**src/hw/rtl/fus_pkg.sv**
```systemverilog
// Package: shared types, codes and helper functions of the firmware upgrade sequencer.
`timescale 1ns / 1ps

package fus_pkg;

	localparam int unsigned SIZE_W   = 24;
	localparam int unsigned RETRY_W  = 8;
	localparam int unsigned CODE_W   = 8;
	localparam int unsigned LEN_W    = 8;
	localparam int unsigned PKT_W    = 18;
	localparam int unsigned PROG_W   = 7;
	localparam int unsigned QUOT_W   = 7;
	localparam int unsigned ADDR_W   = 5;
	localparam int unsigned DATA_W   = 32;

	localparam logic [LEN_W-1:0] CHUNK_BYTES = 8'd128;
	localparam logic [RETRY_W-1:0] RETRY_SAT = 8'd255;

	// Event kinds.
	localparam logic [2:0] KIND_START   = 3'd0;
	localparam logic [2:0] KIND_REPLY   = 3'd1;
	localparam logic [2:0] KIND_TIMEOUT = 3'd2;
	localparam logic [2:0] KIND_CANCEL  = 3'd3;
	localparam logic [2:0] KIND_WAIT    = 3'd4;

	// Commands.
	localparam logic [2:0] CMD_NONE    = 3'd0;
	localparam logic [2:0] CMD_REQUEST = 3'd1;
	localparam logic [2:0] CMD_ERASE   = 3'd2;
	localparam logic [2:0] CMD_DATA    = 3'd3;
	localparam logic [2:0] CMD_JUMP    = 3'd4;
	localparam logic [2:0] CMD_WAIT    = 3'd5;

	// Phases.
	localparam logic [2:0] PH_IDLE   = 3'd0;
	localparam logic [2:0] PH_REQ    = 3'd1;
	localparam logic [2:0] PH_ERASE  = 3'd2;
	localparam logic [2:0] PH_XFER   = 3'd3;
	localparam logic [2:0] PH_FINISH = 3'd4;
	localparam logic [2:0] PH_DONE   = 3'd5;
	localparam logic [2:0] PH_FAIL   = 3'd6;

	// Packet outcomes.
	localparam logic [1:0] OUT_NONE      = 2'd0;
	localparam logic [1:0] OUT_OK        = 2'd1;
	localparam logic [1:0] OUT_FAILRETRY = 2'd2;
	localparam logic [1:0] OUT_TIMERETRY = 2'd3;

	// Progress marks.
	localparam logic [PROG_W-1:0] PROG_ZERO   = 7'd0;
	localparam logic [PROG_W-1:0] PROG_ERASE  = 7'd5;
	localparam logic [PROG_W-1:0] PROG_XFER   = 7'd10;
	localparam logic [PROG_W-1:0] PROG_FINISH = 7'd95;
	localparam logic [PROG_W-1:0] PROG_DONE   = 7'd100;

	// Register indexes.
	localparam logic [2:0] REG_IMAGE_SIZE  = 3'd0;
	localparam logic [2:0] REG_MAX_RETRIES = 3'd1;
	localparam logic [2:0] REG_BOOT_READY  = 3'd2;
	localparam logic [2:0] REG_BOOT_STATUS = 3'd3;
	localparam logic [2:0] REG_APP_JUMPING = 3'd4;
	localparam logic [2:0] REG_SUCCESS     = 3'd5;

	typedef struct packed {
		logic [SIZE_W-1:0]  image_size;
		logic [RETRY_W-1:0] max_retries;
		logic [CODE_W-1:0]  boot_ready_code;
		logic [CODE_W-1:0]  boot_status_code;
		logic [CODE_W-1:0]  app_jumping_code;
		logic [CODE_W-1:0]  success_code;
	} cfg_t;

	typedef struct packed {
		logic [2:0]        command;
		logic [SIZE_W-1:0] chunk_offset;
		logic [LEN_W-1:0]  chunk_length;
		logic [2:0]        phase;
		logic [PROG_W-1:0] progress;
		logic [PKT_W-1:0]  packet_number;
		logic [1:0]        packet_outcome;
		logic              finished;
		logic              succeeded;
	} result_t;

	typedef struct packed {
		logic              start;
		logic [SIZE_W-1:0] offset;
		logic [SIZE_W-1:0] size;
	} div_req_t;

	typedef struct packed {
		logic              done;
		logic [QUOT_W-1:0] quot;
	} div_rsp_t;

	// Length of the next chunk: what is left of the image, at most one chunk.
	function automatic logic [LEN_W-1:0] chunk_len(input logic [SIZE_W-1:0] size,
			input logic [SIZE_W-1:0] off);
		logic [SIZE_W-1:0] remaining;
		remaining = (size > off) ? (size - off) : '0;
		if (remaining < SIZE_W'(CHUNK_BYTES)) begin
			return remaining[LEN_W-1:0];
		end
		return CHUNK_BYTES;
	endfunction

endpackage

```
**src/hw/rtl/fus_intf.sv**
```systemverilog
// Interfaces: event channel into and result channel out of the sequencer.
`timescale 1ns / 1ps

interface fus_evt_if;
	logic       valid;
	logic       ready;
	logic [2:0] kind;
	logic       has_status;
	logic [7:0] status_byte;

	modport source(output valid, output kind, output has_status, output status_byte,
		input ready);
	modport sink(input valid, input kind, input has_status, input status_byte,
		output ready);
endinterface

interface fus_res_if;
	logic        valid;
	logic        ready;
	logic [2:0]  command;
	logic [23:0] chunk_offset;
	logic [7:0]  chunk_length;
	logic [2:0]  phase;
	logic [6:0]  progress;
	logic [17:0] packet_number;
	logic [1:0]  packet_outcome;
	logic        finished;
	logic        succeeded;

	modport source(output valid, output command, output chunk_offset, output chunk_length,
		output phase, output progress, output packet_number, output packet_outcome,
		output finished, output succeeded, input ready);
	modport sink(input valid, input command, input chunk_offset, input chunk_length,
		input phase, input progress, input packet_number, input packet_outcome,
		input finished, input succeeded, output ready);
endinterface

```
**src/hw/rtl/fus_cfg.sv**
```systemverilog
// Configuration register file behind the APB-style port.
`timescale 1ns / 1ps

module fus_cfg import fus_pkg::*; (
	input  logic              clk,
	input  logic              arst_n,
	input  logic              psel,
	input  logic              penable,
	input  logic              pwrite,
	input  logic [ADDR_W-1:0] paddr,
	input  logic [DATA_W-1:0] pwdata,
	output logic [DATA_W-1:0] prdata,
	output logic              pready,
	output cfg_t              cfg
);

	cfg_t       cfg_q;
	logic [2:0] reg_idx;
	logic       wr_en;

	assign reg_idx = paddr[ADDR_W-1:2];
	assign pready  = 1'b1;
	assign wr_en   = psel && penable && pwrite && pready;
	assign cfg     = cfg_q;

	always_ff @(posedge clk or negedge arst_n) begin
		if (!arst_n) begin
			cfg_q.image_size       <= '0;
			cfg_q.max_retries      <= 8'd3;
			cfg_q.boot_ready_code  <= 8'd0;
			cfg_q.boot_status_code <= 8'd1;
			cfg_q.app_jumping_code <= 8'd2;
			cfg_q.success_code     <= 8'd0;
		end else if (wr_en) begin
			case (reg_idx)
				REG_IMAGE_SIZE:  cfg_q.image_size       <= pwdata[SIZE_W-1:0];
				REG_MAX_RETRIES: cfg_q.max_retries      <= pwdata[RETRY_W-1:0];
				REG_BOOT_READY:  cfg_q.boot_ready_code  <= pwdata[CODE_W-1:0];
				REG_BOOT_STATUS: cfg_q.boot_status_code <= pwdata[CODE_W-1:0];
				REG_APP_JUMPING: cfg_q.app_jumping_code <= pwdata[CODE_W-1:0];
				REG_SUCCESS:     cfg_q.success_code     <= pwdata[CODE_W-1:0];
				default: ;
			endcase
		end
	end

	always_comb begin
		case (reg_idx)
			REG_IMAGE_SIZE:  prdata = DATA_W'(cfg_q.image_size);
			REG_MAX_RETRIES: prdata = DATA_W'(cfg_q.max_retries);
			REG_BOOT_READY:  prdata = DATA_W'(cfg_q.boot_ready_code);
			REG_BOOT_STATUS: prdata = DATA_W'(cfg_q.boot_status_code);
			REG_APP_JUMPING: prdata = DATA_W'(cfg_q.app_jumping_code);
			REG_SUCCESS:     prdata = DATA_W'(cfg_q.success_code);
			default:         prdata = '0;
		endcase
	end

endmodule

```
**src/hw/rtl/fus_div.sv**
```systemverilog
// Iterative progress divider: floor(85 * offset / size), one quotient bit per cycle.
`timescale 1ns / 1ps

module fus_div import fus_pkg::*; (
	input  logic     clk,
	input  logic     arst_n,
	input  div_req_t req,
	output div_rsp_t rsp
);

	localparam int unsigned REM_W = SIZE_W + 7;
	localparam int unsigned DSH_W = SIZE_W + QUOT_W - 1;

	logic              busy_q;
	logic              mul_q;
	logic              done_q;
	logic [2:0]        cnt_q;
	logic [SIZE_W-1:0] off_q;
	logic [REM_W-1:0]  rem_q;
	logic [DSH_W-1:0]  dsh_q;
	logic [QUOT_W-1:0] quot_q;
	logic [REM_W-1:0]  mul85;
	logic              ge;

	// 85 = 64 + 16 + 4 + 1, done with shifts and adds.
	assign mul85 = (REM_W'(off_q) << 6) + (REM_W'(off_q) << 4) + (REM_W'(off_q) << 2)
		+ REM_W'(off_q);
	assign ge = rem_q >= REM_W'(dsh_q);

	always_ff @(posedge clk or negedge arst_n) begin
		if (!arst_n) begin
			busy_q <= 1'b0;
			mul_q  <= 1'b0;
			done_q <= 1'b0;
			cnt_q  <= '0;
		end else begin
			// The quotient is complete after the last step.
			done_q <= !req.start && !mul_q && busy_q && (cnt_q == '0);
			if (req.start) begin
				busy_q <= 1'b1;
				mul_q  <= 1'b1;
			end else if (mul_q) begin
				mul_q <= 1'b0;
				cnt_q <= 3'(QUOT_W - 1);
			end else if (busy_q) begin
				cnt_q <= cnt_q - 3'd1;
				if (cnt_q == '0) begin
					busy_q <= 1'b0;
				end
			end
		end
	end

	always_ff @(posedge clk) begin
		if (req.start) begin
			off_q <= req.offset;
			dsh_q <= {req.size, (QUOT_W-1)'(0)};
		end else if (mul_q) begin
			rem_q  <= mul85;
			quot_q <= '0;
		end else if (busy_q) begin
			rem_q  <= ge ? (rem_q - REM_W'(dsh_q)) : rem_q;
			dsh_q  <= dsh_q >> 1;
			quot_q <= {quot_q[QUOT_W-2:0], ge};
		end
	end

	assign rsp.done = done_q;
	assign rsp.quot = quot_q;

endmodule

```
**src/hw/rtl/firmware_upgrade_sequencer.sv**
```systemverilog
// Top level: firmware upgrade sequencer with event and result channels and config port.
// An accepted event is registered, executed, and its result moved to the output
// register once that is free; an event that advances a data transfer without ending
// it first waits for the divider (a multiply step and seven quotient steps) that
// computes the progress percent. Events are handled one at a time.
// Reset (arst_n, asynchronous, active low) clears the sequencer to idle and the
// configuration registers to their defaults; no clearing pass is needed.
`timescale 1ns / 1ps

module firmware_upgrade_sequencer import fus_pkg::*; (
	input  logic              clk,
	input  logic              arst_n,
	fus_evt_if.sink           evt,
	fus_res_if.source         res,
	input  logic              psel,
	input  logic              penable,
	input  logic              pwrite,
	input  logic [ADDR_W-1:0] paddr,
	input  logic [DATA_W-1:0] pwdata,
	output logic [DATA_W-1:0] prdata,
	output logic              pready
);

	// Sequencer control states.
	localparam logic [1:0] S_IDLE = 2'd0;
	localparam logic [1:0] S_EXEC = 2'd1;
	localparam logic [1:0] S_DIV  = 2'd2;
	localparam logic [1:0] S_OUT  = 2'd3;

	cfg_t     cfg;
	div_req_t div_req;
	div_rsp_t div_rsp;

	logic [1:0] state_q;

	// The event word being worked on.
	logic [2:0]        kind_q;
	logic              has_q;
	logic [CODE_W-1:0] status_q;

	// Upgrade state.
	logic [2:0]         phase_q;
	logic [RETRY_W-1:0] retry_q;
	logic [SIZE_W-1:0]  offset_q;
	logic [PKT_W-1:0]   pkt_q;
	logic [LEN_W-1:0]   chunk_q;
	logic               cancel_q;
	logic [PROG_W-1:0]  prog_q;

	// Pending result and the output register.
	result_t pend_q;
	result_t out_q;
	logic    out_valid_q;

	// Next-state values computed in the execute cycle.
	logic [2:0]         n_phase;
	logic [RETRY_W-1:0] n_retry;
	logic [SIZE_W-1:0]  n_offset;
	logic [PKT_W-1:0]   n_pkt;
	logic [LEN_W-1:0]   n_chunk;
	logic               n_cancel;
	logic [PROG_W-1:0]  n_prog;
	logic               need_div;
	result_t            r;

	logic [RETRY_W-1:0] bumped;
	logic               bump_fail;
	logic [SIZE_W:0]    sum;
	logic               status_ok;
	logic               load_out;

	fus_cfg u_cfg (
		.clk     (clk),
		.arst_n  (arst_n),
		.psel    (psel),
		.penable (penable),
		.pwrite  (pwrite),
		.paddr   (paddr),
		.pwdata  (pwdata),
		.prdata  (prdata),
		.pready  (pready),
		.cfg     (cfg)
	);

	fus_div u_div (
		.clk    (clk),
		.arst_n (arst_n),
		.req    (div_req),
		.rsp    (div_rsp)
	);

	// The retry counter saturates; the phase fails once it reaches max_retries.
	assign bumped    = (retry_q == RETRY_SAT) ? RETRY_SAT : (retry_q + 8'd1);
	assign bump_fail = bumped >= cfg.max_retries;
	// The end-of-image test uses the unmasked sum.
	assign sum       = {1'b0, offset_q} + (SIZE_W+1)'(chunk_q);
	assign status_ok = has_q && (status_q == cfg.success_code);

	// Execute cycle: all the decisions for one event, except the progress division.
	always_comb begin
		n_phase  = phase_q;
		n_retry  = retry_q;
		n_offset = offset_q;
		n_pkt    = pkt_q;
		n_chunk  = chunk_q;
		n_cancel = cancel_q;
		n_prog   = prog_q;
		need_div = 1'b0;
		r        = '0;

		case (kind_q)
			KIND_START: begin
				n_offset  = '0;
				n_pkt     = '0;
				n_retry   = '0;
				n_chunk   = '0;
				n_cancel  = 1'b0;
				n_phase   = PH_REQ;
				n_prog    = PROG_ZERO;
				r.command = CMD_REQUEST;
			end
			KIND_REPLY, KIND_TIMEOUT: begin
				case (phase_q)
					PH_REQ: begin
						if (kind_q == KIND_REPLY && has_q &&
								(status_q == cfg.boot_ready_code ||
								status_q == cfg.boot_status_code)) begin
							n_phase   = PH_ERASE;
							n_prog    = PROG_ERASE;
							r.command = CMD_ERASE;
						end else if (kind_q == KIND_REPLY && has_q &&
								status_q == cfg.app_jumping_code) begin
							r.command = CMD_WAIT;
						end else begin
							n_retry = bumped;
							if (bump_fail) begin
								n_phase    = PH_FAIL;
								n_prog     = PROG_ZERO;
								r.finished = 1'b1;
							end else begin
								r.command = CMD_REQUEST;
							end
						end
					end
					PH_ERASE: begin
						if (kind_q == KIND_REPLY && status_ok) begin
							n_phase        = PH_XFER;
							n_retry        = '0;
							n_prog         = PROG_XFER;
							n_chunk        = chunk_len(cfg.image_size, offset_q);
							r.command      = CMD_DATA;
							r.chunk_offset = offset_q;
							r.chunk_length = n_chunk;
						end else begin
							n_phase    = PH_FAIL;
							n_prog     = PROG_ZERO;
							r.finished = 1'b1;
						end
					end
					PH_XFER: begin
						r.packet_number = pkt_q;
						if (kind_q == KIND_REPLY && status_ok) begin
							r.packet_outcome = OUT_OK;
							n_retry          = '0;
							n_offset         = sum[SIZE_W-1:0];
							n_pkt            = pkt_q + 18'd1;
							if (sum >= {1'b0, cfg.image_size}) begin
								n_phase   = PH_FINISH;
								n_prog    = PROG_FINISH;
								r.command = CMD_JUMP;
							end else begin
								// Progress comes from the divider afterwards.
								need_div       = 1'b1;
								n_chunk        = chunk_len(cfg.image_size, n_offset);
								r.command      = CMD_DATA;
								r.chunk_offset = n_offset;
								r.chunk_length = n_chunk;
							end
						end else begin
							r.packet_outcome = (kind_q == KIND_REPLY) ? OUT_FAILRETRY
								: OUT_TIMERETRY;
							n_retry = bumped;
							if (bump_fail) begin
								n_phase    = PH_FAIL;
								n_prog     = PROG_ZERO;
								r.finished = 1'b1;
							end else begin
								n_chunk        = chunk_len(cfg.image_size, offset_q);
								r.command      = CMD_DATA;
								r.chunk_offset = offset_q;
								r.chunk_length = n_chunk;
							end
						end
					end
					PH_FINISH: begin
						r.finished = 1'b1;
						if (kind_q == KIND_REPLY && status_ok) begin
							n_phase     = PH_DONE;
							n_prog      = PROG_DONE;
							r.succeeded = 1'b1;
						end else begin
							n_phase = PH_FAIL;
							n_prog  = PROG_ZERO;
						end
					end
					default: ;
				endcase
			end
			KIND_CANCEL: begin
				if (!(phase_q inside {PH_IDLE, PH_DONE, PH_FAIL})) begin
					n_cancel   = 1'b1;
					n_phase    = PH_FAIL;
					n_prog     = PROG_ZERO;
					r.finished = 1'b1;
				end
			end
			KIND_WAIT: begin
				// The re-request is sent only while still requesting and not cancelled.
				if (!cancel_q && phase_q == PH_REQ) begin
					r.command = CMD_REQUEST;
				end
			end
			default: ;
		endcase

		r.phase    = n_phase;
		r.progress = n_prog;
	end

	assign div_req.start  = (state_q == S_EXEC) && need_div;
	assign div_req.offset = n_offset;
	assign div_req.size   = cfg.image_size;

	// The pending result moves to the output register once that register is free.
	assign load_out = (state_q == S_OUT) && (!out_valid_q || res.ready);

	always_ff @(posedge clk or negedge arst_n) begin
		if (!arst_n) begin
			state_q     <= S_IDLE;
			out_valid_q <= 1'b0;
			phase_q     <= PH_IDLE;
			retry_q     <= '0;
			offset_q    <= '0;
			pkt_q       <= '0;
			chunk_q     <= '0;
			cancel_q    <= 1'b0;
			prog_q      <= '0;
		end else begin
			// A new word replaces the one being taken in the same cycle.
			if (load_out) begin
				out_valid_q <= 1'b1;
			end else if (res.ready) begin
				out_valid_q <= 1'b0;
			end
			case (state_q)
				S_IDLE: begin
					if (evt.valid) begin
						state_q <= S_EXEC;
					end
				end
				S_EXEC: begin
					phase_q  <= n_phase;
					retry_q  <= n_retry;
					offset_q <= n_offset;
					pkt_q    <= n_pkt;
					chunk_q  <= n_chunk;
					cancel_q <= n_cancel;
					prog_q   <= n_prog;
					state_q  <= need_div ? S_DIV : S_OUT;
				end
				S_DIV: begin
					if (div_rsp.done) begin
						prog_q  <= PROG_XFER + div_rsp.quot;
						state_q <= S_OUT;
					end
				end
				S_OUT: begin
					if (load_out) begin
						state_q <= S_IDLE;
					end
				end
				default: state_q <= S_IDLE;
			endcase
		end
	end

	// Payload registers.
	always_ff @(posedge clk) begin
		if (state_q == S_IDLE && evt.valid) begin
			kind_q   <= evt.kind;
			has_q    <= evt.has_status;
			status_q <= evt.status_byte;
		end
		if (state_q == S_EXEC) begin
			pend_q <= r;
		end else if (state_q == S_DIV && div_rsp.done) begin
			pend_q.progress <= PROG_XFER + div_rsp.quot;
		end
		if (load_out) begin
			out_q <= pend_q;
		end
	end

	// An event word is taken only while the sequencer waits for one.
	assign evt.ready = (state_q == S_IDLE);

	assign res.valid          = out_valid_q;
	assign res.command        = out_q.command;
	assign res.chunk_offset   = out_q.chunk_offset;
	assign res.chunk_length   = out_q.chunk_length;
	assign res.phase          = out_q.phase;
	assign res.progress       = out_q.progress;
	assign res.packet_number  = out_q.packet_number;
	assign res.packet_outcome = out_q.packet_outcome;
	assign res.finished       = out_q.finished;
	assign res.succeeded      = out_q.succeeded;

endmodule

```
**src/flat_wrapper.sv**
```systemverilog
// flat-port wrapper written by rule: the top's interface ports become plain ports
module firmware_upgrade_sequencer_flat import fus_pkg::*;
  (clk, arst_n, psel, penable, pwrite, paddr, pwdata, prdata, pready, evt_valid, evt_kind, evt_has_status, evt_status_byte, evt_ready, res_valid, res_command, res_chunk_offset, res_chunk_length, res_phase, res_progress, res_packet_number, res_packet_outcome, res_finished, res_succeeded, res_ready);
  fus_evt_if evt_i ();
  fus_res_if res_i ();
  input  logic clk;
  input  logic arst_n;
  input  logic psel;
  input  logic penable;
  input  logic pwrite;
  input  logic [ADDR_W-1:0] paddr;
  input  logic [DATA_W-1:0] pwdata;
  output logic [DATA_W-1:0] prdata;
  output logic pready;
  input wire logic [$bits(evt_i.valid)-1:0] evt_valid;
  input wire logic [$bits(evt_i.kind)-1:0] evt_kind;
  input wire logic [$bits(evt_i.has_status)-1:0] evt_has_status;
  input wire logic [$bits(evt_i.status_byte)-1:0] evt_status_byte;
  output wire logic [$bits(evt_i.ready)-1:0] evt_ready;
  output wire logic [$bits(res_i.valid)-1:0] res_valid;
  output wire logic [$bits(res_i.command)-1:0] res_command;
  output wire logic [$bits(res_i.chunk_offset)-1:0] res_chunk_offset;
  output wire logic [$bits(res_i.chunk_length)-1:0] res_chunk_length;
  output wire logic [$bits(res_i.phase)-1:0] res_phase;
  output wire logic [$bits(res_i.progress)-1:0] res_progress;
  output wire logic [$bits(res_i.packet_number)-1:0] res_packet_number;
  output wire logic [$bits(res_i.packet_outcome)-1:0] res_packet_outcome;
  output wire logic [$bits(res_i.finished)-1:0] res_finished;
  output wire logic [$bits(res_i.succeeded)-1:0] res_succeeded;
  input wire logic [$bits(res_i.ready)-1:0] res_ready;
  assign evt_i.valid = evt_valid;
  assign evt_i.kind = evt_kind;
  assign evt_i.has_status = evt_has_status;
  assign evt_i.status_byte = evt_status_byte;
  assign evt_ready = evt_i.ready;
  assign res_valid = res_i.valid;
  assign res_command = res_i.command;
  assign res_chunk_offset = res_i.chunk_offset;
  assign res_chunk_length = res_i.chunk_length;
  assign res_phase = res_i.phase;
  assign res_progress = res_i.progress;
  assign res_packet_number = res_i.packet_number;
  assign res_packet_outcome = res_i.packet_outcome;
  assign res_finished = res_i.finished;
  assign res_succeeded = res_i.succeeded;
  assign res_i.ready = res_ready;
  firmware_upgrade_sequencer u_core (.clk(clk), .arst_n(arst_n), .evt(evt_i), .res(res_i), .psel(psel), .penable(penable), .pwrite(pwrite), .paddr(paddr), .pwdata(pwdata), .prdata(prdata), .pready(pready));
endmodule
```
**config.mk**
```make
export PLATFORM = sky130hd
export DESIGN_NAME = firmware_upgrade_sequencer_flat
export DESIGN_NICKNAME = d
export VERILOG_FILES = /design/src/hw/rtl/fus_pkg.sv /design/src/hw/rtl/fus_intf.sv /design/src/hw/rtl/fus_cfg.sv /design/src/hw/rtl/fus_div.sv /design/src/hw/rtl/firmware_upgrade_sequencer.sv /design/src/flat_wrapper.sv
export SDC_FILE = /design/constraint.sdc
export NUM_CORES = 1
export LEC_CHECK = 0
export ABC_AREA = 1
export BUFFER_PORTS_ARGS = -buffer_cell sky130_fd_sc_hd__clkbuf_2
export CAP_MARGIN = 20
export CORE_MARGIN = 2
export CORE_UTILIZATION = 33
export CTS_CLUSTER_DIAMETER = 60
export DETAILED_ROUTE_END_ITERATION = 10
export PLACE_DENSITY_LB_ADDON = 0.25
export SETUP_SLACK_MARGIN = 0.02
export SLEW_MARGIN = 20
export SYNTH_ARGS = -nofsm -noshare
export SYNTH_HDL_FRONTEND = slang
export SYNTH_SLANG_ARGS = --single-unit
```
**constraint.sdc**
```tcl
create_clock -name clk -period 11.9 [get_ports clk]
set_input_delay 0.595 -clock clk [delete_from_list [all_inputs] [get_ports clk]]
set_output_delay 0.595 -clock clk [all_outputs]
set_load 0.02 [all_outputs]
```
### Word level (Yosys, flattened, before mapping)

Cells that the tools add are included.

* add/subtract/negate cells: 11
* order comparisons: 7
* equal/unequal tests: 37
* muxes and demuxes: 114
* bitwise logic cells: 4
* reduce and logical (&&, ||, !) cells: 55

Operator list (count)
* case mux 24 bit (6 select lines): 1
* 2-to-1 mux 8 bit: 14
* 2-to-1 mux 24 bit: 4
* 2-to-1 mux 31 bit: 3
* 2-to-1 mux 30 bit: 3
* 2-to-1 mux 7 bit: 11
* 2-to-1 mux 34 bit: 2
* case mux 32 bit (2 select lines): 1
* greater-than comparator 24 bit: 2
* < comparator 24 x 8 -> 1 bit, second input constant: 2
* case mux 24 bit (2 select lines): 1
* case mux 8 bit (2 select lines): 3
* subtractor 24 bit: 2
* 2-to-1 mux 1 bit: 37
* 2-to-1 mux 18 bit: 2
* 2-to-1 mux 3 bit: 12
* case mux 18 bit (2 select lines): 1
* 2-to-1 mux 35 bit: 1
* == test 8 bit: 4
* 2-to-1 mux 32 bit: 1
* adder 30 x 28 -> 31 bit: 1
* adder 31 x 24 -> 31 bit: 1
* adder 31 x 26 -> 31 bit: 1
* >= comparator 31 x 30 -> 1 bit: 1
* other kinds (45): 117

* register bits after elaboration: 380

### Longest topological paths before layout

Gate-level depths: netlist of the first run.

* depth after elaboration: 14
* depth in mapped cells: 35
* depth with buffers taken out: 34

### Hierarchy

Synthesis of the first run repeated with hierarchy kept, for this count alone.

* cells, all modules: 3938
* area total of the unflattened synthesis: 28514.8 µm²

By module, submodules not included
* firmware_upgrade_sequencer: times used 1, cells each 2244, area each 16156.7 µm², sequential area each 6185.9 µm²
* fus_div: times used 1, cells each 1286, area each 9151.3 µm², sequential area each 2852.7 µm²
* fus_cfg: times used 1, cells each 408, area each 3206.8 µm², sequential area each 1606.5 µm²

### Least setup slack after synthesis of the first run

Ideal clock, no wire load.

* path type: flip-flop to flip-flop
* from: reg u_core.offset_q[0]
* to: reg u_core.u_div.rem_q[0], enable pin
* arrival: 5.904 ns
* data required time: 11.437 ns
* slack: 5.534 ns
* stages on the path, launching flop included: 28
* buffers on the path: 0
* path through: dfrtp_1 ha_1 fa_1 nand2_1 inv_1 o21ai_1 nand2_1 nand3_1 nand2_1 nand2_1 a21oi_4 nand2_1 or3_1 xor2_1 inv_1 ha_1 nand2_1 inv_1 nand2_1 inv_1 nand4_1 o211ai_1 a21oi_1 nand2_1 inv_1 nand2_1 nor2_1 o21ai_0

RTL lines
* start: declaration: line firmware_upgrade_sequencer.sv:44 `logic [SIZE_W-1:0] offset_q;`
* start signal: assignment: line firmware_upgrade_sequencer.sv:264 `offset_q <= n_offset;`
* end signal: assignment: line fus_div.sv:59 `rem_q <= mul85;`
* end signal: assignment: line fus_div.sv:62 `rem_q <= ge ? (rem_q - REM_W'(dsh_q)) : rem_q;`
* end: declaration: line fus_div.sv:19 `logic [REM_W-1:0] rem_q;`

### Worst setup path in the final report of the first run

* from: reg u_core.offset_q[2]
* to: reg u_core.u_div.rem_q[21], enable pin

* word-level cells in the longest chain between the ends: 9

RTL lines
* adder 24 x 8 -> 25 bit: line firmware_upgrade_sequencer.sv:96 `assign sum = {1'b0, offset_q} + (SIZE_W+1)'(chunk_q);`
* >= comparator 25 x 24 -> 1 bit: line firmware_upgrade_sequencer.sv:167 `if (sum >= {1'b0, cfg.image_size}) begin`
* 2-to-1 mux 1 bit: line firmware_upgrade_sequencer.sv:167
* 2-to-1 mux 1 bit: line firmware_upgrade_sequencer.sv:162 `if (kind_q == KIND_REPLY && status_ok) begin`
* 2-to-1 mux 1 bit: line firmware_upgrade_sequencer.sv:123 `case (phase_q)`
* 2-to-1 mux 1 bit: line firmware_upgrade_sequencer.sv:111 `case (kind_q)`
* logical AND 1 bit: line firmware_upgrade_sequencer.sv:230 `assign div_req.start = (state_q == S_EXEC) && need_div;`
* inverter 1 bit (no source line)
* AND reduction 3 bit (no source line)

No other way between the ends.
A chain may end at the register's enable or synchronous reset.

==> summary.md, run 1 <==
| Metric | Value |
|---|---|
| DRT Wirelength | 79.51 mm |
| Total grt overflow | 0 |
| Critical Path, Cell by Cell | ha_1, nand3_1, nand2_1, a31oi_1, o21ai_2, nand3_1, nand2_1, nand2_1, o21ai_0, inv_1, ha_1, nand2_1, nor4_2, nand2_1, nand2_1, nand4_1, nand2_1, inv_1, nand3_2, o21ai_1, inv_1, nand2_1, o21ai_2, buf_4 |
| DRC | 0 |
| Switch Pwr | 1.842 mW |
| Register bit count reported by yosys | 380 |
| Synth Cell Area | 0.02552 mm2 |
| Type of origin of the critical path | register |
| Max-cap violations | 0 |
| Largest net degree at the start of global routing | 75 |
| Iteration-0 DRC Markers | 1897 |
| Worst min-delay path class | in2async |
| Initial Util | 0.3348 |
| Power share of the clock group | 0.304 |
| 1st-pass router iterations | 6 |
| Top delay family on crit path | simple AND/OR/NAND/NOR gates |
| Slowest CP cell | nand3_2 |
| CTS clk-pin slew, worst paths | 0.06 ns |
| Final Power | 4.883 mW |
| Combinational Power Share | 0.304 |
| Critical path's most frequent cell | nand2_1 |
| Mux share of post-synthesis cell area | 0 |
| Worst vdd ir | 0.1115 mV |
| Setup Buffers After CTS | 0 |
| Main combinational cell family by area after synthesis | simple AND/OR/NAND/NOR gates |
| Internal power | 3.042 mW |
| Yosys cell types | 67 |
| Root Driver | clkbuf_16 |
| Most common cell after layout, fill and taps aside | nand2_1 |
| Synth Instances | 3099 |
| Die H | 282.1 um |
| Max Clk Rate | 167.6 MHz |
| Post-CTS Hold Buffers | 0 |
| Crit Path Category | reg2reg |
| XOR/XNOR share of the synthesized area | 0.02574 |
| Post-synth EDFFs | 232 |
| Critical Path AT | 6.19 ns |
| Leakage power | 12.68 nW |
| Port bufs | 138 |
| Post-Synth Adder-Cell Area | 0.1146 |
| Period utilization | 0.5013 |
| Core ar. | 0.07620 mm2 |
| Max incr delay on CP | 0.46 ns |
| Synth Area in Compound Gates | 0.1520 |
| Vias in the first global route | 20741 |
| CP max FO | 31 |
| Crit end category | register |
| Post-Synth Simple-Gate Area | 0.2126 |
| Nets | 3500 |
| Cell Rows | 101 |
| Initial antenna violation count | 1 |
| Share of the synthesized area in the top cell type | 0.2730 |
| # IOs | 158 |
| Sequential power share | 0.392 |
| Worst-Skew Late Latency | 0.61 ns |
| Wirelength per Cell | 18.46 um |
| Required time worst endpoint | 12.12 ns |
| Fin crit period | 5.966 ns |
| Setup violators final | 0 |
| Gr usage total | 0.1977 |
| Dominant cell type by area after synthesis | edfxtp_1 |
| Slew @ Worst Pin | 1.142 ns |
| Die area | 0.07956 mm2 |
| Clk buf depth | 3 |
| Syn_area_per_cell | 8.234 um2 |
| Pwr/cell area | 168.7 mW/mm2 |
| Ys flop type | edfxtp_1 |
| H-Tree Depth | 2 |
| Final Hold Fails | 0 |
| Most frequent cells in the layout | nand2_1, inv_1, o21ai_0 |
| Area delta synth->final | 13.42% |
| Cts repair resizes | 0 |
| Via-per-instance ratio | 5.068 |
| Setup TNS | 0 ns |
| First-pass GRT wire length | 120.9 mm |
| FILL cells | 7819 |
| Gpl congestion | 0.9450 |
| CP bufs+invs | 4 |
| CTS tree | built |
| Antenna-violating nets left | 0 |
| Slew HR | 0.2377 |
| RSZ-0062 raised after global routing | false |
| DIE WIDTH | 282.1 um |
| Asr flop ratio synth | 0.3737 |
| Fin. max-slew vios | 0 |
| Sw frac | 0.3771 |
| Post-synthesis sequential area ratio | 0.4172 |
| Largest cells by area after synthesis | edfxtp_1, dfrtp_1, nand2_1, ha_1, inv_1 |
| Sink Count | 380 |
| Status | finished, final reports clean |
| Hold_ws | 0.02661 ns |
| Post-DP HPWL | 61.87 mm |
| Number of buffers created by CTS | 47 |
| Worst clock skew | 0.03935 ns |
| Layout cell share with drive strength beyond 1 | 0.1035 |
| Vias | 21823 |
| Synthesis Warnings | 0 |
-- registers in the layout, summed over array words and instances (netlist names), 18 cells and up --
name,flops
u_core.offset_q,24
u_core.pend_q,67
u_core.pkt_q,18
u_core.res.chunk_offset,24
u_core.res.packet_number,18
u_core.u_cfg.cfg,64
u_core.u_div.dsh_q,30
u_core.u_div.off_q,24
u_core.u_div.rem_q,31
-- cell type report --
class / instances / area (um2) / share of cell area
antenna: 1 / 2.502 / 0.00008647
clock buffer: 58 / 1269 / 0.04384
clock inverter: 30 / 347.8 / 0.01202
inverter: 426 / 1600 / 0.05530
sequential: 380 / 10650 / 0.3678
tap: 1030 / 1289 / 0.04453
timing repair buffer: 155 / 824.5 / 0.02849
multi-input combinational: 2226 / 12960 / 0.4479
-- power by group through the flow --
stage | combinational (mW) | sequential (mW) | clock [mW]
2_1_floorplan | 0.911 | 1.98 | 0
3_3_place_gp | 1.47 | 1.94 | 0
3_5_place_dp | 1.48 | 1.94 | 0
4_1_cts | 1.48 | 1.92 | 1.52
5_1_grt | 1.65 | 1.94 | 1.57
6_report | 1.48 | 1.91 | 1.49
-- routing by layer --
metal,vias up,track usage,part of all wire
li1,10767,-,-
met1,10292,0.2764,0.46
met2,637,0.3167,0.46
met3,127,0.02907,0.058
met4,0,0.05865,0.027
met5,-,0,0
-- synthesized netlist by cell type (6+ instances only) --
cell	n
nor2_2	10
o211ai_1	10
o22ai_1	48
or2_2	17
o2111ai_1	7
buf_2	11
a21oi_1	246
xnor2_1	25
nand2_1	701
o21a_1	7
xor2_1	50
nand3b_1	16
a21o_1	10
inv_2	17
edfxtp_1	232
nand3_2	7
fa_1	43
nor3_1	39
buf_4	11
nor4_1	12
nand3_1	138
inv_1	400
o21bai_1	10
nand2_2	13
dfrtp_1	138
ha_1	165
clkbuf_1	45
dfxtp_1	6
nor2_1	214
a22oi_1	19
o31ai_1	10
o21ai_1	25
nand4_1	47
clkinv_1	8
a31oi_1	22
o21ai_0	249
nor3_2	7
buf_6	6
-- worst reg2reg max path, stage by stage, from the launching register on --
cell and delay, ns:
dfrtp_1 0.39, ha_1 0.34, nand3_1 0.08, nand2_1 0.16, a31oi_1 0.16, o21ai_2 0.24
nand3_1 0.13, nand2_1 0.18, nand2_1 0.14, o21ai_0 0.41, inv_1 0.21, ha_1 0.40
nand2_1 0.14, nor4_2 0.32, nand2_1 0.08, nand2_1 0.09, nand4_1 0.10, nand2_1 0.23
inv_1 0.10, nand3_2 0.46, o21ai_1 0.22, inv_1 0.35, nand2_1 0.12, o21ai_2 0.07
buf_4 0.41
-- through the flow --
stage	std cells	util	area (um2)	worst slack (ns)
after floorplan	3106	-	25540	5.534
after global placement	4217	0.3585	27310	5.976
after detailed placement	4217	0.3585	27310	6.006
after CTS	4305	0.3797	28930	5.950
after global routing	4305	0.3797	28940	5.341
final	4306	0.3798	28940	5.934
-- final timing paths --
path | slack [ns] | depth (start not counted) | end | start
hold / removal | 0.03 | 1 | u_core.pkt_q[6]$_DFFE_PN0P_ | arst_n
setup / recovery | 5.93 | 24 | u_core.u_div.rem_q[21]$_DFFE_PP_ | u_core.offset_q[2]$_DFFE_PN0P_
setup reg to reg | 5.93 | 24 | u_core.u_div.rem_q[21]$_DFFE_PP_ | u_core.offset_q[2]$_DFFE_PN0P_
min in group clk | 0.16 | 1 | u_core.status_q[6]$_DFFE_PP_ | evt_status_byte[6]
max in group asynchronous | 10.43 | 2 | u_core.u_cfg.cfg[50]$_DFFE_PN0P_ | arst_n
hold reg to reg | 0.41 | 0 | u_core.res.progress[6]$_DFFE_PP_ | u_core.pend_q[28]$_DFFE_PP_
-- cell families (layout without fill, tap and decap cells) --
logic type | Yosys count | count (layout)
adders and majority gates | 208 | 208
buffers and inverters | 500 | 669
DFF | 380 | 380
other | 2 | 10
and+or+nand+nor | 1241 | 1241
xor gates and xnor gates | 75 | 75
AOI/OAI and AO/OA | 693 | 693
Power figures use the tool's default switching activity.
==> run 2, diff against run 1 <==
Settings changed: ABC_AREA 1 to 0.
Clock period 11.9 ns to 6.2 ns, I/O delays scaled along.
==> run 2 against run 1 <==
Effect of this change:
- combinational power down 9%
- hold slack better by 0.0069 ns
- critical path depth down 5
- via count down 12%
- synthesized area down 4.9%
- register-to-register slack worse by 5.5 ns
==> summary.md, run 2 <==
| Metric | Value |
|---|---|
| Hold Crit Depth | 3 |
| Share of the synthesized area in the top cell type | 0.2872 (+0.01420) |
| Status | finished, final reports clean |
| Util after Layout | 0.3861 (+0.006372) |
| Hold_ws | 0.03350 ns (+0.006888 ns) |
| FF-to-FF setup slack | 0.42 ns (-5.51 ns) |
| Switch Pwr | 2.160 mW (+17%) |
| Root Driver | clkbuf_16 |
| RSZ-0062 raised after global routing | false |
| Critical Path, Cell by Cell | ha_1, fa_1, a21o_1, a21oi_1, o21bai_1, a21oi_2, a211oi_4, and3_1, xnor2_1, ha_1, nand2_1, nor3_1, and3_1, o211ai_1, a211oi_1, nand4_4, nor2_4, a31oi_1, o32ai_1 |
| Max FFs per register | 67 (unchanged) |
| Post-DP HPWL | 57.39 mm (-7.2%) |
| Multi-input gate area | 0.01266 mm2 (-2.3%) |
| Core ar. | 0.07283 mm2 (-4.4%) |
| DRT Wirelength | 73.74 mm (-7.3%) |
| Pwr/cell area | 250.8 mW/mm2 (+49%) |
| Synth Instances | 2453 (-21%) |
| Synth Cell Area | 0.02425 mm2 (-4.9%) |
| Fin. max-slew vios | 0 (unchanged) |
| Port bufs | 138 (unchanged) |
| FILL cells | 7315 (-6.4%) |
| Post-synth EDFFs | 232 (unchanged) |
| CP max FO | 11 (-65%) |
| Most frequent cell after synthesis | nand2_1 |
| # IOs | 158 (unchanged) |
| Post-synthesis sequential area ratio | 0.4389 (+0.02169) |
| Max Clk Rate | 173.1 MHz (+3.3%) |
| Critical Path AT | 6.19 ns (about the same) |
| Wirelength per Cell | 20.36 um (+10%) |
| Initial antenna violation count | 2 (+1) |
| Syn_area_per_cell | 9.888 um2 (+20%) |
| Worst-Skew Late Latency | 0.62 ns (about the same) |
| Top delay family on crit path | compound AO/OA/AOI/OAI gates |
| Period utilization | 0.9318 (+0.4304) |
| CTS tree | built |
| Internal power | 4.895 mW (+61%) |
| Asr flop ratio synth | 0.3737 (unchanged) |
| Largest reg by FF count | u_core.pend_q |
| Largest net degree at the start of global routing | 73 (-2.7%) |
| Clk buf depth | 3 (unchanged) |
| Slew HR | 0.3170 (+0.07925) |
| Cell Rows | 99 (-2.0%) |
| Area delta synth->final | 15.96% |
| Final Hold Fails | 0 (unchanged) |
| Fin crit period | 5.777 ns (-0.1889 ns) |
| Die area | 0.07568 mm2 (-4.9%) |
| First-pass GRT wire length | 113.1 mm (-6.5%) |
| Post-synth top cells | nand2_1, edfxtp_1, inv_1 |
| Max incr delay on CP | 0.56 ns (+0.10 ns) |
| Slew @ Worst Pin | 1.025 ns (-0.1177 ns) |
| Combinational Power Share | 0.192 (-0.112) |
| FF-to-FF path depth | 19 (-21%) |
| Nets | 2887 (-18%) |
| Crit end category | register |
| Sequential power share | 0.410 (+0.018) |
| Sw frac | 0.3062 (-0.07095) |
| Gr usage total | 0.1936 (-0.004125) |
| Synthesis Warnings | 0 (unchanged) |
| Sequential cell area | 0.01065 mm2 (unchanged) |
| Setup TNS | 0 ns (unchanged) |
| Yosys cell types | 96 (+43%) |
| DRC | 0 (unchanged) |
| Worst clock skew | 0.03889 ns (-0.0004571 ns) |
| Instance count on the critical path | 19 (-21%) |
| Register bit count reported by yosys | 380 (unchanged) |
| Largest cells by area after synthesis | edfxtp_1, dfrtp_1, ha_1, nand2_1, fa_1 |
| DIE WIDTH | 275.1 um (-2.5%) |
| Number of buffers created by CTS | 49 (+4.3%) |
| CP bufs+invs | 0 (-4) |
| Most common cell after layout, fill and taps aside | nand2_1 |
| Die H | 275.1 um (-2.5%) |
| Setup violators final | 0 (unchanged) |
| CTS clk-pin slew, worst paths | 0.06 ns (about the same) |
| Slowest CP cell | ha_1 |
| Type of origin of the critical path | register |
| Leakage power | 10.63 nW (-16%) |
| Via-per-instance ratio | 5.324 (+5.0%) |
| Antenna-violating nets left | 0 (unchanged) |
| Initial Util | 0.3330 (-0.001837) |
| Sink Count | 380 (unchanged) |
| Worst min-delay path class | in2reg |
| Power share of the clock group | 0.398 (+0.094) |
| Layout cell share with drive strength beyond 1 | 0.1296 (+0.02609) |
| Ys flop type | edfxtp_1 |
| Dominant cell type by area after synthesis | edfxtp_1 |
| Total grt overflow | 0 (unchanged) |
| H-Tree Depth | 2 (unchanged) |
| Most frequent cells in the layout | nand2_1, edfxtp_1, inv_1 |
| 1st-pass router iterations | 6 (unchanged) |
| Iteration-0 DRC Markers | 1568 (-17%) |
| Required time worst endpoint | 6.61 ns (-5.51 ns) |
| Vias in the first global route | 18963 (-8.6%) |
| Worst vdd ir | 0.1878 mV (+68%) |
| Gpl congestion | 0.9522 (+0.76%) |
| Max-cap violations | 0 (unchanged) |
| Crit Path Category | reg2reg |
| Vias | 19282 (-12%) |
run 2: changes by cell type after synthesis, sizes merged, moves of 24 or more:
cell / change
a21o: +39
nand3: -82
nor2: -57
o21ai: -66
mux2: +41
nand2: -475
and3: +26
clkbuf: +30
inv: -243
and2: +49
nand2b: +24
a21oi: -97
nor2b: +25
xnor2: +72
run 2: logic make-up (layout without fill, tap and decap cells):
group,Yosys count,count (layout),share of synthesized area
AND/OR/NAND/NOR,728,728,0.1436
other,2,10,0.0003096
adder cells (fa/ha/maj),209,209,0.1210
XOR/XNOR,145,145,0.05236
multiplexers,61,61,0.02987
flip-flops,380,380,0.4389
buffers and inverters,274,476,0.04462
AO/OA/AOI/OAI,654,654,0.1693
run 2: metrics by stage:
| step | power (mW) | setup slack, ns | cell area, um2 | instances |
|---|---|---|---|---|
| after floorplan | 3.778 | 0.3774 | 24290 | 2460 |
| after detailed placement | 4.253 | 0.1131 | 26160 | 3500 |
| final | 7.054 | 0.4229 | 28120 | 3622 |
| after global routing | 7.372 | 0.07072 | 28120 | 3621 |
| after CTS | 7.122 | 0.06130 | 28060 | 3620 |
| after global placement | 4.241 | 0.2246 | 26150 | 3500 |
run 2: worst paths after layout:
kind                                                     start                          endpoint
max in group asynchronous                               arst_n   u_core.offset_q[10]$_DFFE_PN0P_
worst max-delay path            u_core.offset_q[0]$_DFFE_PN0P_   u_core.pend_q[36]$_SDFFCE_PP0P_
worst min-delay path                                 pwdata[1]  u_core.u_cfg.cfg[33]$_DFFE_PN1P_
min in group asynchronous                               arst_n       u_core.pkt_q[7]$_DFFE_PN0P_
worst min register to register     u_core.pend_q[66]$_DFFE_PP_   u_core.res.command[2]$_DFFE_PP_
worst max register to register  u_core.offset_q[0]$_DFFE_PN0P_   u_core.pend_q[36]$_SDFFCE_PP0P_
run 2: timing repair:
action,in CTS,in global routing
setup buffers,0,1
hold endpoints to repair,99,0
gates resized for setup,0,9
setup endpoints to repair,0,60
hold buffers,30,0
run 2: final cells by class:
type | count | area share
diodes | 1 | 0.00008898
clock buffers | 60 | 0.04542
clock inverters | 30 | 0.01148
inverters | 175 | 0.02336
multi-input cells | 1806 | 0.4502
flip-flops and latches | 380 | 0.3785
well taps | 959 | 0.04266
repair buffers | 211 | 0.04827
run 2: worst reg2reg max path, cell delays in order, from the launching register on:
cell      delay (ns)
dfrtp_1         0.43
ha_1            0.24
fa_1            0.41
a21o_1          0.18
a21oi_1         0.23
o21bai_1        0.11
a21oi_2         0.27
a211oi_4        0.14
and3_1          0.22
xnor2_1         0.16
ha_1            0.56
nand2_1         0.23
nor3_1          0.45
and3_1          0.40
o211ai_1        0.19
a211oi_1        0.48
nand4_4         0.25
nor2_4          0.25
a31oi_1         0.11
o32ai_1         0.29
run 2: routing by layer:
layer / wire length, um / vias to the layer above / global-route usage
met4: 2369 / 0 / 0.06515
met5: 0 / - / 0
met3: 3672 / 119 / 0.02732
met2: 34720 / 581 / 0.3160
met1: 32980 / 9403 / 0.2636
li1: - / 9179 / -
run 2: power by group through the flow:
| stage | Combinational, mW | Sequential, mW | Clock [mW] |
|---|---|---|---|
| 2_1_floorplan | 0.905 | 2.87 | 0 |
| 3_3_place_gp | 1.30 | 2.94 | 0 |
| 3_5_place_dp | 1.31 | 2.94 | 0 |
| 4_1_cts | 1.33 | 2.89 | 2.90 |
| 5_1_grt | 1.48 | 2.90 | 2.99 |
| 6_report | 1.35 | 2.89 | 2.81 |
